[config.mk]
export PLATFORM = sky130hd
export DESIGN_NAME = modular_exponentiation_core
export DESIGN_NICKNAME = d
export VERILOG_FILES = /design/src/rtl/core/mexp_pkg.sv /design/src/rtl/core/mexp_modmul.sv /design/src/rtl/core/mexp_datapath.sv /design/src/rtl/core/mexp_ctrl.sv /design/src/rtl/core/modular_exponentiation_core.sv
export SDC_FILE = /design/constraint.sdc
export NUM_CORES = 1
export LEC_CHECK = 0
export BUFFER_PORTS_ARGS = -buffer_cell sky130_fd_sc_hd__buf_2
export CORE_MARGIN = 4
export CORE_UTILIZATION = 54
export CTS_BUF_LIST = sky130_fd_sc_hd__clkbuf_8 sky130_fd_sc_hd__clkbuf_16
export CTS_CLUSTER_SIZE = 8
export DETAILED_ROUTE_END_ITERATION = 6
export PLACE_DENSITY = 0.8
export REMOVE_ABC_BUFFERS = 1
export SLEW_MARGIN = 15
export SYNTH_ARGS = -nofsm -noshare
export SYNTH_HDL_FRONTEND = slang
export SYNTH_SLANG_ARGS = --single-unit
export TNS_END_PERCENT = 20
[constraint.sdc]
create_clock -name clk -period 5.31 [get_ports clk]
set_input_delay 0.2655 -clock clk [delete_from_list [all_inputs] [get_ports clk]]
set_output_delay 0.2655 -clock clk [all_outputs]
set_load 0.1 [all_outputs]
[src/rtl/core/mexp_pkg.sv]
package mexp_pkg;

  // Width of the modulus and of every reduced value.
  localparam int W = 31;
  localparam int MCNT_W = $clog2(W + 1);
  localparam int EXP_BITS_DEF = 63;
  localparam int EXP_PORT_W = 63;
  localparam logic [W-1:0] MOD_RESET = 31'd1000000007;

  localparam logic OP_POWER = 1'b0;
  localparam logic OP_DIVIDE = 1'b1;

  typedef enum logic [3:0] {
    ST_IDLE,
    ST_RED_BASE,
    ST_RED_DIV,
    ST_SCAN,
    ST_SQR,
    ST_MUL,
    ST_FIN,
    ST_OUT
  } state_t;

  // Operand selection for the shared modular multiplier.
  typedef enum logic [2:0] {
    MM_RED_BASE,
    MM_RED_DIV,
    MM_SQR,
    MM_MUL,
    MM_FIN
  } mm_sel_t;

  typedef struct packed {
    logic    load_in;
    logic    mm_start;
    mm_sel_t mm_sel;
    logic    wr_base;
    logic    wr_div;
    logic    wr_acc;
    logic    acc_from_base;
    logic    load_e;
    logic    shift_exp;
    logic    out_load;
  } ctrl_cmd_t;

  typedef struct packed {
    logic m_zero;
    logic opcode;
    logic exp_msb;
    logic cnt_zero;
    logic mm_done;
    logic out_free;
  } dp_stat_t;

endpackage

[src/rtl/core/mexp_modmul.sv]
module mexp_modmul (
  input  logic                  clk,
  input  logic                  rst_n,
  input  logic                  start,
  input  logic [mexp_pkg::W-1:0] x,
  input  logic [mexp_pkg::W-1:0] y,
  input  logic [mexp_pkg::W-1:0] m,
  output logic                  done,
  output logic [mexp_pkg::W-1:0] res
);

  localparam int W = mexp_pkg::W;

  logic              busy_r, busy_nxt;
  logic              done_r, done_nxt;
  logic [mexp_pkg::MCNT_W-1:0] cnt_r, cnt_nxt;
  logic [W-1:0]      x_r, x_nxt;
  logic [W-1:0]      y_r, y_nxt;
  logic [W-1:0]      p_r, p_nxt;
  logic [W+1:0]      t, t_m, t_2m, m_ext, m2_ext;

  // Interleaved multiply: one bit of x per cycle, MSB first, with the
  // partial product kept below m. 2p + y < 3m, so at most 2m is removed.
  always_comb begin
    m_ext  = {2'b00, m};
    m2_ext = {1'b0, m, 1'b0};
    t      = {1'b0, p_r, 1'b0} + (x_r[W-1] ? {2'b00, y_r} : '0);
    t_m    = t - m_ext;
    t_2m   = t - m2_ext;
  end

  always_comb begin
    busy_nxt = busy_r;
    done_nxt = 1'b0;
    cnt_nxt  = cnt_r;
    x_nxt    = x_r;
    y_nxt    = y_r;
    p_nxt    = p_r;
    if (start) begin
      busy_nxt = 1'b1;
      cnt_nxt  = mexp_pkg::MCNT_W'(W);
      x_nxt    = x;
      y_nxt    = y;
      p_nxt    = '0;
    end else if (busy_r) begin
      x_nxt = {x_r[W-2:0], 1'b0};
      cnt_nxt = cnt_r - 1'b1;
      if (t >= m2_ext) begin
        p_nxt = t_2m[W-1:0];
      end else if (t >= m_ext) begin
        p_nxt = t_m[W-1:0];
      end else begin
        p_nxt = t[W-1:0];
      end
      if (cnt_r == mexp_pkg::MCNT_W'(1)) begin
        busy_nxt = 1'b0;
        done_nxt = 1'b1;
      end
    end
  end

  always_ff @(posedge clk) begin
    if (!rst_n) begin
      busy_r <= 1'b0;
      done_r <= 1'b0;
    end else begin
      busy_r <= busy_nxt;
      done_r <= done_nxt;
    end
    cnt_r <= cnt_nxt;
    x_r   <= x_nxt;
    y_r   <= y_nxt;
    p_r   <= p_nxt;
  end

  assign done = done_r;
  assign res  = p_r;

endmodule

[src/rtl/core/mexp_datapath.sv]
module mexp_datapath #(
  parameter int EXP_BITS = mexp_pkg::EXP_BITS_DEF
) (
  input  logic                            clk,
  input  logic                            rst_n,
  input  logic                            cfg_wr_en,
  input  logic [mexp_pkg::W-1:0]          cfg_wr_data,
  input  logic                            in_opcode,
  input  logic [mexp_pkg::W-1:0]          in_base,
  input  logic [mexp_pkg::EXP_PORT_W-1:0] in_exponent,
  input  logic [mexp_pkg::W-1:0]          in_dividend,
  output logic                            out_valid,
  input  logic                            out_stall,
  output logic [mexp_pkg::W-1:0]          out_result,
  input  mexp_pkg::ctrl_cmd_t             cmd,
  output mexp_pkg::dp_stat_t              stat
);

  localparam int W = mexp_pkg::W;
  localparam int EW = (EXP_BITS > W) ? EXP_BITS : W;
  localparam int CNT_W = $clog2(EW + 1);
  // Only the low EXP_BITS bits of any exponent take part, the Fermat one too.
  localparam int FW = (EXP_BITS < W) ? EXP_BITS : W;

  logic [W-1:0]     m_r, m_nxt;
  logic             opcode_r, opcode_nxt;
  logic [W-1:0]     base_r, base_nxt;
  logic [W-1:0]     div_r, div_nxt;
  logic [W-1:0]     acc_r, acc_nxt;
  logic [EW-1:0]    exp_r, exp_nxt;
  logic [CNT_W-1:0] cnt_r, cnt_nxt;
  logic             out_valid_r, out_valid_nxt;
  logic [W-1:0]     out_result_r, out_result_nxt;

  logic             m_le1;
  logic [W-1:0]     fermat_e;
  logic [W-1:0]     mm_x, mm_y, mm_res;
  logic             mm_done;

  assign m_le1    = (m_r[W-1:1] == '0);
  assign fermat_e = m_le1 ? '0 : (m_r - W'(2));

  always_comb begin
    unique case (cmd.mm_sel)
      mexp_pkg::MM_RED_BASE: begin
        mm_x = in_base;
        mm_y = W'(1);
      end
      mexp_pkg::MM_RED_DIV: begin
        mm_x = div_r;
        mm_y = W'(1);
      end
      mexp_pkg::MM_SQR: begin
        mm_x = acc_r;
        mm_y = acc_r;
      end
      mexp_pkg::MM_MUL: begin
        mm_x = mm_res;
        mm_y = base_r;
      end
      mexp_pkg::MM_FIN: begin
        mm_x = div_r;
        mm_y = acc_r;
      end
      default: begin
        mm_x = acc_r;
        mm_y = acc_r;
      end
    endcase
  end

  mexp_modmul u_modmul (
    .clk   (clk),
    .rst_n (rst_n),
    .start (cmd.mm_start),
    .x     (mm_x),
    .y     (mm_y),
    .m     (m_r),
    .done  (mm_done),
    .res   (mm_res)
  );

  always_comb begin
    m_nxt          = cfg_wr_en ? cfg_wr_data : m_r;
    opcode_nxt     = cmd.load_in ? in_opcode : opcode_r;
    base_nxt       = cmd.wr_base ? mm_res : base_r;
    div_nxt        = div_r;
    acc_nxt        = acc_r;
    exp_nxt        = exp_r;
    cnt_nxt        = cnt_r;
    out_valid_nxt  = out_valid_r;
    out_result_nxt = out_result_r;

    priority if (cmd.load_in) begin
      div_nxt = in_dividend;
    end else if (cmd.wr_div) begin
      div_nxt = mm_res;
    end else begin
      div_nxt = div_r;
    end

    // The accumulator starts at one reduced by m, which is zero for m of zero or one.
    priority if (cmd.load_in) begin
      acc_nxt = m_le1 ? '0 : W'(1);
    end else if (cmd.acc_from_base) begin
      acc_nxt = base_r;
    end else if (cmd.wr_acc) begin
      acc_nxt = mm_res;
    end else begin
      acc_nxt = acc_r;
    end

    // Exponent bits are left aligned so the scan always reads the top bit.
    priority if (cmd.load_in) begin
      exp_nxt = EW'(in_exponent[EXP_BITS-1:0]) << (EW - EXP_BITS);
      cnt_nxt = CNT_W'(EXP_BITS);
    end else if (cmd.load_e) begin
      exp_nxt = EW'(fermat_e[FW-1:0]) << (EW - FW);
      cnt_nxt = CNT_W'(FW);
    end else if (cmd.shift_exp) begin
      exp_nxt = {exp_r[EW-2:0], 1'b0};
      cnt_nxt = cnt_r - 1'b1;
    end else begin
      exp_nxt = exp_r;
      cnt_nxt = cnt_r;
    end

    if (cmd.out_load) begin
      out_valid_nxt  = 1'b1;
      out_result_nxt = acc_r;
    end else if (!out_stall) begin
      out_valid_nxt = 1'b0;
    end
  end

  always_ff @(posedge clk) begin
    if (!rst_n) begin
      m_r         <= mexp_pkg::MOD_RESET;
      out_valid_r <= 1'b0;
    end else begin
      m_r         <= m_nxt;
      out_valid_r <= out_valid_nxt;
    end
    opcode_r     <= opcode_nxt;
    base_r       <= base_nxt;
    div_r        <= div_nxt;
    acc_r        <= acc_nxt;
    exp_r        <= exp_nxt;
    cnt_r        <= cnt_nxt;
    out_result_r <= out_result_nxt;
  end

  assign stat.m_zero   = (m_r == '0);
  assign stat.opcode   = opcode_r;
  assign stat.exp_msb  = exp_r[EW-1];
  assign stat.cnt_zero = (cnt_r == '0);
  assign stat.mm_done  = mm_done;
  assign stat.out_free = !out_valid_r || !out_stall;

  assign out_valid  = out_valid_r;
  assign out_result = out_result_r;

endmodule

[src/rtl/core/mexp_ctrl.sv]
module mexp_ctrl (
  input  logic                 clk,
  input  logic                 rst_n,
  input  logic                 in_valid,
  output logic                 in_stall,
  input  mexp_pkg::dp_stat_t   stat,
  output mexp_pkg::ctrl_cmd_t  cmd,
  output mexp_pkg::state_t     state
);

  mexp_pkg::state_t state_r, state_nxt;
  logic             started_r, started_nxt;

  always_comb begin
    state_nxt   = state_r;
    started_nxt = started_r;
    unique case (state_r)
      mexp_pkg::ST_IDLE: begin
        if (in_valid) begin
          started_nxt = 1'b0;
          state_nxt   = stat.m_zero ? mexp_pkg::ST_OUT : mexp_pkg::ST_RED_BASE;
        end
      end
      mexp_pkg::ST_RED_BASE: begin
        if (stat.mm_done) begin
          state_nxt = (stat.opcode == mexp_pkg::OP_DIVIDE) ? mexp_pkg::ST_RED_DIV
                                                           : mexp_pkg::ST_SCAN;
        end
      end
      mexp_pkg::ST_RED_DIV: begin
        if (stat.mm_done) begin
          state_nxt = mexp_pkg::ST_SCAN;
        end
      end
      mexp_pkg::ST_SCAN: begin
        if (stat.cnt_zero) begin
          state_nxt = (stat.opcode == mexp_pkg::OP_DIVIDE) ? mexp_pkg::ST_FIN
                                                           : mexp_pkg::ST_OUT;
        end else if (!started_r) begin
          if (stat.exp_msb) begin
            started_nxt = 1'b1;
          end
        end else begin
          state_nxt = mexp_pkg::ST_SQR;
        end
      end
      mexp_pkg::ST_SQR: begin
        if (stat.mm_done) begin
          state_nxt = stat.exp_msb ? mexp_pkg::ST_MUL : mexp_pkg::ST_SCAN;
        end
      end
      mexp_pkg::ST_MUL: begin
        if (stat.mm_done) begin
          state_nxt = mexp_pkg::ST_SCAN;
        end
      end
      mexp_pkg::ST_FIN: begin
        if (stat.mm_done) begin
          state_nxt = mexp_pkg::ST_OUT;
        end
      end
      mexp_pkg::ST_OUT: begin
        if (stat.out_free) begin
          state_nxt = mexp_pkg::ST_IDLE;
        end
      end
      default: begin
        state_nxt = mexp_pkg::ST_IDLE;
      end
    endcase
  end

  always_comb begin
    cmd = '0;
    cmd.mm_sel = mexp_pkg::MM_SQR;
    unique case (state_r)
      mexp_pkg::ST_IDLE: begin
        if (in_valid) begin
          cmd.load_in = 1'b1;
          if (!stat.m_zero) begin
            cmd.mm_start = 1'b1;
            cmd.mm_sel   = mexp_pkg::MM_RED_BASE;
          end
        end
      end
      mexp_pkg::ST_RED_BASE: begin
        if (stat.mm_done) begin
          cmd.wr_base = 1'b1;
          if (stat.opcode == mexp_pkg::OP_DIVIDE) begin
            cmd.mm_start = 1'b1;
            cmd.mm_sel   = mexp_pkg::MM_RED_DIV;
          end
        end
      end
      mexp_pkg::ST_RED_DIV: begin
        if (stat.mm_done) begin
          cmd.wr_div = 1'b1;
          cmd.load_e = 1'b1;
        end
      end
      mexp_pkg::ST_SCAN: begin
        if (stat.cnt_zero) begin
          if (stat.opcode == mexp_pkg::OP_DIVIDE) begin
            cmd.mm_start = 1'b1;
            cmd.mm_sel   = mexp_pkg::MM_FIN;
          end
        end else if (!started_r) begin
          // Leading zero bits only square a one, so they are skipped.
          cmd.shift_exp     = 1'b1;
          cmd.acc_from_base = stat.exp_msb;
        end else begin
          cmd.mm_start = 1'b1;
          cmd.mm_sel   = mexp_pkg::MM_SQR;
        end
      end
      mexp_pkg::ST_SQR: begin
        if (stat.mm_done) begin
          cmd.wr_acc    = 1'b1;
          cmd.shift_exp = 1'b1;
          if (stat.exp_msb) begin
            cmd.mm_start = 1'b1;
            cmd.mm_sel   = mexp_pkg::MM_MUL;
          end
        end
      end
      mexp_pkg::ST_MUL, mexp_pkg::ST_FIN: begin
        cmd.wr_acc = stat.mm_done;
      end
      mexp_pkg::ST_OUT: begin
        cmd.out_load = stat.out_free;
      end
      default: begin
        cmd.load_in = 1'b0;
      end
    endcase
  end

  always_ff @(posedge clk) begin
    if (!rst_n) begin
      state_r   <= mexp_pkg::ST_IDLE;
      started_r <= 1'b0;
    end else begin
      state_r   <= state_nxt;
      started_r <= started_nxt;
    end
  end

  assign in_stall = (state_r != mexp_pkg::ST_IDLE);
  assign state    = state_r;

endmodule

[src/rtl/core/modular_exponentiation_core.sv]
// Channel   Direction  Handshake           Payload
// in        input      in_valid/in_stall   in_opcode, in_base, in_exponent, in_dividend
// out       output     out_valid/out_stall out_result
// cfg       input      cfg_wr_en           cfg_wr_data (modulus)
//
// Every modular multiply runs in one shared bit-serial unit. A power scans
// the exponent from its top set bit. A division reduces both operands, scans
// the 31 bits of the modulus minus two and ends with one multiply. Reset is
// synchronous, active low, and loads 1000000007; a stalled result waits while
// the next transaction runs.
module modular_exponentiation_core #(
  parameter int EXP_BITS = mexp_pkg::EXP_BITS_DEF
) (
  input  logic                            clk,
  input  logic                            rst_n,
  input  logic                            cfg_wr_en,
  input  logic [mexp_pkg::W-1:0]          cfg_wr_data,
  input  logic                            in_valid,
  output logic                            in_stall,
  input  logic                            in_opcode,
  input  logic [mexp_pkg::W-1:0]          in_base,
  input  logic [mexp_pkg::EXP_PORT_W-1:0] in_exponent,
  input  logic [mexp_pkg::W-1:0]          in_dividend,
  output logic                            out_valid,
  input  logic                            out_stall,
  output logic [mexp_pkg::W-1:0]          out_result
);

  mexp_pkg::ctrl_cmd_t cmd;
  mexp_pkg::dp_stat_t  stat;
  mexp_pkg::state_t    state;

  mexp_ctrl u_ctrl (
    .clk      (clk),
    .rst_n    (rst_n),
    .in_valid (in_valid),
    .in_stall (in_stall),
    .stat     (stat),
    .cmd      (cmd),
    .state    (state)
  );

  mexp_datapath #(
    .EXP_BITS (EXP_BITS)
  ) u_datapath (
    .clk         (clk),
    .rst_n       (rst_n),
    .cfg_wr_en   (cfg_wr_en),
    .cfg_wr_data (cfg_wr_data),
    .in_opcode   (in_opcode),
    .in_base     (in_base),
    .in_exponent (in_exponent),
    .in_dividend (in_dividend),
    .out_valid   (out_valid),
    .out_stall   (out_stall),
    .out_result  (out_result),
    .cmd         (cmd),
    .stat        (stat)
  );

  // An accepted transaction always takes the controller out of idle.
  a_accept_leaves_idle: assert property (@(posedge clk) disable iff (!rst_n)
    (in_valid && !in_stall) |=> (state != mexp_pkg::ST_IDLE))
    else $error("accepted transaction did not leave idle");

  // A new result appears only when the controller hands one over.
  a_result_from_out_state: assert property (@(posedge clk) disable iff (!rst_n)
    $rose(out_valid) |-> $past(state == mexp_pkg::ST_OUT))
    else $error("result appeared outside the hand-over state");

  // The multiplier is never restarted in the cycle after a start.
  a_no_back_to_back_start: assert property (@(posedge clk) disable iff (!rst_n)
    cmd.mm_start |=> !cmd.mm_start)
    else $error("multiplier started on consecutive cycles");

endmodule
==> After elaboration in Yosys (flattened, before gate mapping) <==
Index checks and enable logic that the tools add are counted.
{ "op_classes": {"n_eq_ne": 20, "mux": 65, "n_bitwise": 2, "n_lt_le_gt_ge": 2, "n_reduce_logical": 23, "addsub": 6} }
{ "op_table": {"columns": ["operator", "count"], "rows": [
  ["$mux W31", 11],
  ["$mux W63", 3],
  ["$pmux W31 S3", 1],
  ["$pmux W31 S2", 1],
  ["$sub A31 B31 Y31", 2],
  ["$mux W4", 15],
  ["$add A32 B31 Y33", 1],
  ["$ge A33 B31 Y1", 1],
  ["$ge A33 B32 Y1", 1],
  ["$logic_not A31 Y1", 1],
  ["$sub A31 B2 Y31 const B", 1],
  ["$logic_not A30 Y1", 1],
  ["$pmux W4 S7", 1],
  ["$mux W1", 23],
  ["$eq A4 B3 Y1 const B", 4],
  ["$pmux W4 S4", 1],
  ["$mux W6", 2],
  ["$ne A2 B1 Y1 const B", 6],
  ["$mux W5", 2],
  ["$reduce_or A2 Y1", 5],
  ["$eq A4 B2 Y1 const B", 2],
  ["$reduce_bool A2 Y1", 4],
  ["$reduce_and A7 Y1", 1],
  ["$logic_not A6 Y1", 1],
  ["20 further kinds", 27]
]} }
{ "totals": {"output_inout_bits": 33, "input_bits": 162, "word_cells": 136, "reg_bits": 331} }

==> Longest topological paths before layout <==
{ "depth": {"ltp_word": 8, "mapped_depth": 25, "mapped_depth_nobuf": 23} }

==> By module <==
From an unflattened synthesis, not the netlist that was laid out.
{ "unflattened": {"cells_unflattened": 1946, "hier_area_um2": 20458.4} }
{ "modules_own_cells": {"columns": ["module", "seq_area_each_um2", "area_per_inst_um2", "cells_per_inst", "instances"], "rows": [
  ["mexp_datapath", 6406.1, 10909.2, 862, 1],
  ["mexp_modmul", 2622.5, 9066.2, 1016, 1],
  ["mexp_ctrl", 80.1, 483.0, 68, 1]
]} }

==> Least setup slack after synthesis <==
OpenSTA, ideal clock, no wires.
{ "synth_timing": {"path_type": "register -> register", "start": "reg u_datapath.u_modmul.x_r[30]", "end": "reg u_datapath.u_modmul.p_r[21], in the netlist u_datapath.u_modmul.res[21]", "required_ns": 5.194, "path_buffers": 3, "slack_ns": -0.103, "setup_ns": 0.116, "t_arrival_ns": 5.297, "synth_period_minus_slack_ns": 5.413, "stages_incl_launch_ff": 25, "cell_sequence": "edfxtp_1 > clkbuf_1 > and2_1 > ha_1 > fa_1 > a21oi_1 > o21ai_0 > o31ai_1 > a211o_1 > o311ai_0 > a41oi_1 > o21ai_0 > xnor2_1 > ha_1 > clkbuf_1 > a21o_1 > a21o_1 > a21o_1 > a221o_1 > a41oi_1 > o211ai_2 > buf_2 > mux2_2 > a21oi_1 > nor2_1"} }
{ "synth_between": {"elab_chain_cells": 5, "word_cells_on_any_way": 8, "classes_between": "add/sub (3); order compare (2); mux (3)"} }
{ "synth_rtl": {"columns": ["item", "line", "text"], "rows": [
  ["start, declared", "mexp_modmul.sv:17", "logic [W-1:0] x_r, x_nxt;"],
  ["start signal, assigned", "mexp_modmul.sv:71", "x_r <= x_nxt;"],
  ["$mux W31 (*)", "mexp_modmul.sv:27", "t = {1'b0, p_r, 1'b0} + (x_r[W-1] ? {2'b00, y_r} : '0);"],
  ["$add A32 B31 Y33 (*)", "mexp_modmul.sv:27", null],
  ["$sub A31 B31 Y31 / $ge A33 B31 Y1 (equally long branches)", "mexp_modmul.sv:28, mexp_modmul.sv:50", null],
  ["$mux W31", "mexp_modmul.sv:50", "end else if (t >= m_ext) begin"],
  ["$mux W31 (*)", "mexp_modmul.sv:48", "if (t >= m2_ext) begin"],
  ["end signal, assigned", "mexp_modmul.sv:73", "p_r <= p_nxt;"],
  ["end, declared", "mexp_modmul.sv:19", "logic [W-1:0] p_r, p_nxt;"]
]} }
Mark *: on every way between the ends. The rest lies on a longest branch, timed or not.
A chain may end at the register's enable or synchronous reset.

==> Final worst setup path <==
{ "layout_timing": {"start": "reg u_datapath.u_modmul.x_r[30]", "end": "reg u_datapath.u_modmul.p_r[1], in the netlist u_datapath.u_modmul.res[1]"} }
Same word-level chain as after synthesis.

==> reports/results.txt <==
Synthesis-to-finish area growth -> 30.72%
Vias in the first global route -> 18,140
CTS root buf -> clkbuf_16
Worst Hold Slack -> 0.01835 ns
TritonCTS Buffers -> 47
Dpl hpwl -> 43,460 microns
Routed vias/inst -> 6.077
Final period util -> 100.8%
Final hold vios -> 0
GRT overflow -> 0
DRC -> 0
Worst hold path type -> input port to register
Largest net degree at the start of global routing -> 91
Post-Syn Area -> 19,470 sq um
Max VDD drop -> 0.4149 mV
Cell internal pwr -> 10.44 mW
Die width -> 197.9 microns
Worst endpoint required time -> 5.77 ns
Final worst setup slack -> -0.04199 ns
Commonest non-fill, non-tap cell in the layout -> nand2_1
Synth cell types -> 74
Commonest cells after routing, fill and taps aside -> nand2_1 (400), edfxtp_1 (250), buf_4 (200)
Critical path's most frequent cell -> a21o_1
Final layout net count -> 2,799
Max Cap Viol -> 0
Total number of vias -> 18,440
Clk slew on worst S/H paths -> 0.05 ns
Num ports -> 195
Area of the die -> 39,150 sq um
Initial antenna violation count -> 0
First-pass GRT wire length -> 97,500 microns
Critical R2R Launch -> u_datapath.u_modmul.x_r[30]
WL final -> 65,080 microns
Sw Ratio -> 43.33%
Routed len/inst -> 21.45 microns
Final Skew -> 0.02060 ns
Gr usage total -> 31.49%
Slew @ Worst Pin -> 1.078 ns
Ant diodes -> 0
Crit path kind -> register to register
Post-synthesis sequential area ratio -> 46.79%
R2r setup slk -> -0.04 ns
R2R Path End -> u_datapath.u_modmul.res[1]
Clk pwr share -> 15.1%
Clock Latency Late Sink -> 0.58 ns
Initial Util -> 54.73%
RSZ-0062 raised after global routing -> true
Hold Path End -> u_datapath.exp_r[34]
Ys flop type -> edfxtp_1
Min Tclk post-route -> 5.352 ns
Core area -> 35,570 sq um
Layout cells sized above 1 -> 22.66%
Avg Inst Size Synth -> 9.323 sq um
H-tree Lvls -> 2
Pwr/cell area -> 723.9 nW/um^2
Fillcell total -> 2,621
CTS tree -> done
Synth warn -> 0
Pins Over Slew Limit -> 0
CP max stage delay -> 0.49 ns
Post-synth ARST share -> 0%
Sum of buffers and inverters on the critical path -> 4
Drt first pass iters -> 6
NetSw -> 7.981 mW
Hold Crit Depth -> 3
Top delay family on crit path -> compound AO/OA/AOI/OAI gates
Max Fclk -> 186.8 MHz
Worst-path fanout max -> 6
Setup TNS -> -0.07135 ns
Crit end category -> register
# clock sinks -> 330
Die H -> 197.9 microns
R2R cell count -> 25
Static leakage -> 10.97 nW
Post-synth EDFFs -> 250
Critical path arrival -> 5.82 ns
Seq cells post-synth -> 330
Post-Syn Instances -> 2,088
Flop pwr share -> 24.3%
DR iter-0 viols -> 1,956
Worst Min Path Start -> in_exponent[34]
Antenna viol nets, final -> 0
Final estimated routing congestion in global placement -> 0.9994
Final setup viols -> 2
Pre-CTS setup slack -> -0.4988 ns
Port buffer count -> 194
Status -> finished with violations
Combinational power share -> 60.6%
Failing checks -> negative setup slack
Slew headroom -> 28.12%
Clk buf depth -> 3
Crit path max-delay cell type -> edfxtp_1
Core Rows -> 69
Startpoint class of the critical path -> register
Total power -> 18.42 mW
[sequential cells by signal, summed over array words and instances, names as in the netlist]
name	cells
u_datapath.exp_r	63
u_datapath.acc_r	31
u_datapath.base_r	31
u_datapath.div_r	31
u_datapath.m_r	31
u_datapath.out_result	31
u_datapath.u_modmul.res	31
u_datapath.u_modmul.x_r	31
u_datapath.u_modmul.y_r	31
u_datapath.cnt_r	6
u_datapath.u_modmul.cnt_r	5
u_ctrl.state	3
u_ctrl.started_r	1
u_datapath.opcode_r	1
u_datapath.out_valid	1
u_datapath.u_modmul.busy_r	1
u_datapath.u_modmul.done	1
[stage by stage]
step                cells  utilization (%)  instance area, sq um
floorplan            1977                -                 19020
global placement     2819            61.99                 22050
detailed placement   2819            61.99                 22050
CTS                  3015            69.40                 24680
global route         3034            71.54                 25450
finish               3034            71.54                 25450
[how the worst max path moves through the flow]
stage,start,end,slack (ns),cells after the start
after floorplan,u_datapath.u_modmul.x_r[30],u_datapath.u_modmul.res[15],-1.60,23
after global placement,u_datapath.u_modmul.x_r[30],u_datapath.u_modmul.res[1],-0.35,25
after detailed placement,u_datapath.u_modmul.x_r[30],u_datapath.u_modmul.res[1],-0.50,25
after CTS,u_datapath.u_modmul.x_r[30],u_datapath.u_modmul.res[16],0.007,25
after global routing,u_datapath.u_modmul.x_r[30],u_datapath.u_modmul.res[1],-0.15,26
final,u_datapath.u_modmul.x_r[30],u_datapath.u_modmul.res[1],-0.04,25
[layer usage]
metal | global-route usage [%] | share of wire (%)
met1 | 39.93 | 39
met2 | 54.08 | 49
met3 | 3.965 | 7.7
met4 | 14.23 | 4.7
met5 | 0 | 0
[synth_stat cells, drive strengths merged (4+ instances only)]
cell type / number / area (sq um)
nand2: 407 / 1535
edfxtp: 250 / 7507
a21oi: 178 / 890.9
nor2: 115 / 450.4
o21ai: 114 / 574.3
ha: 97 / 1214
nand3: 97 / 490.5
clkbuf: 90 / 340.3
xnor2: 83 / 727.0
dfxtp: 80 / 1602
inv: 69 / 259.0
a21o: 43 / 322.8
and2: 39 / 244.0
o221ai: 39 / 341.6
nor3: 35 / 180.2
xor2: 35 / 306.5
a22o: 34 / 297.8
mux2i: 32 / 320.3
o211ai: 26 / 200.2
buf: 21 / 110.1
o22ai: 16 / 100.1
a211oi: 15 / 112.6
nand4: 15 / 93.84
o21bai: 15 / 112.6
a31oi: 14 / 87.58
and3: 14 / 87.58
o21a: 13 / 97.59
nor4: 12 / 90.09
a22oi: 6 / 45.04
nand2b: 6 / 37.54
nor2b: 6 / 37.54
or2: 6 / 37.54
a211o: 5 / 43.79
nor3b: 5 / 37.54
o31ai: 5 / 37.54
or3: 5 / 36.28
a2111oi: 4 / 41.29
a21boi: 4 / 30.03
a31o: 4 / 35.04
mux2: 4 / 45.04
[tightest hold or removal path: cells and delay by family]
family                 cells  cell delay, ns
buffers and inverters      1            0.09
AOI/OAI and AO/OA          2            0.13
[power by group through the flow]
stage               sequential [mW]  clock, mW  combinational (mW)
detailed placement             4.46          0                9.80
global route                   4.52       2.91                12.0
global placement               4.42          0                9.64
floorplan                      4.35          0                6.16
CTS                            4.42       2.79                10.1
finish                         4.47       2.78                11.2
[repair_timing]
action                                  4_1_cts  5_1_grt
buffers inserted                              6       16
gates resized for setup                      34      108
cloned                                        0        3
pin swaps                                    12       48
endpoints found under the setup margin       31       31
endpoints found under the hold margin       105        0
hold buffers                                105        0
[kinds of logic after synthesis]
group	count (synthesis)	share of synthesized area [%]
mux	36	1.877
buf+inv	181	3.664
flops	330	46.79
fa+ha+maj	100	6.543
compound gates	555	18.27
xor+xnor	118	5.309
simple gates	768	17.54
[layout make-up]
| class | instances | area [sq um] | area share [%] |
|---|---|---|---|
| clock buffer | 49 | 1226 | 4.819 |
| sequential | 330 | 9109 | 35.80 |
| inverter | 70 | 266.5 | 1.047 |
| timing repair buffer | 511 | 3722 | 14.63 |
| multi-input combinational | 1577 | 10390 | 40.84 |
| clock inverter | 36 | 152.6 | 0.5999 |
| tap | 461 | 576.8 | 2.267 |
Note: power is estimated with default switching activity, not from simulation.
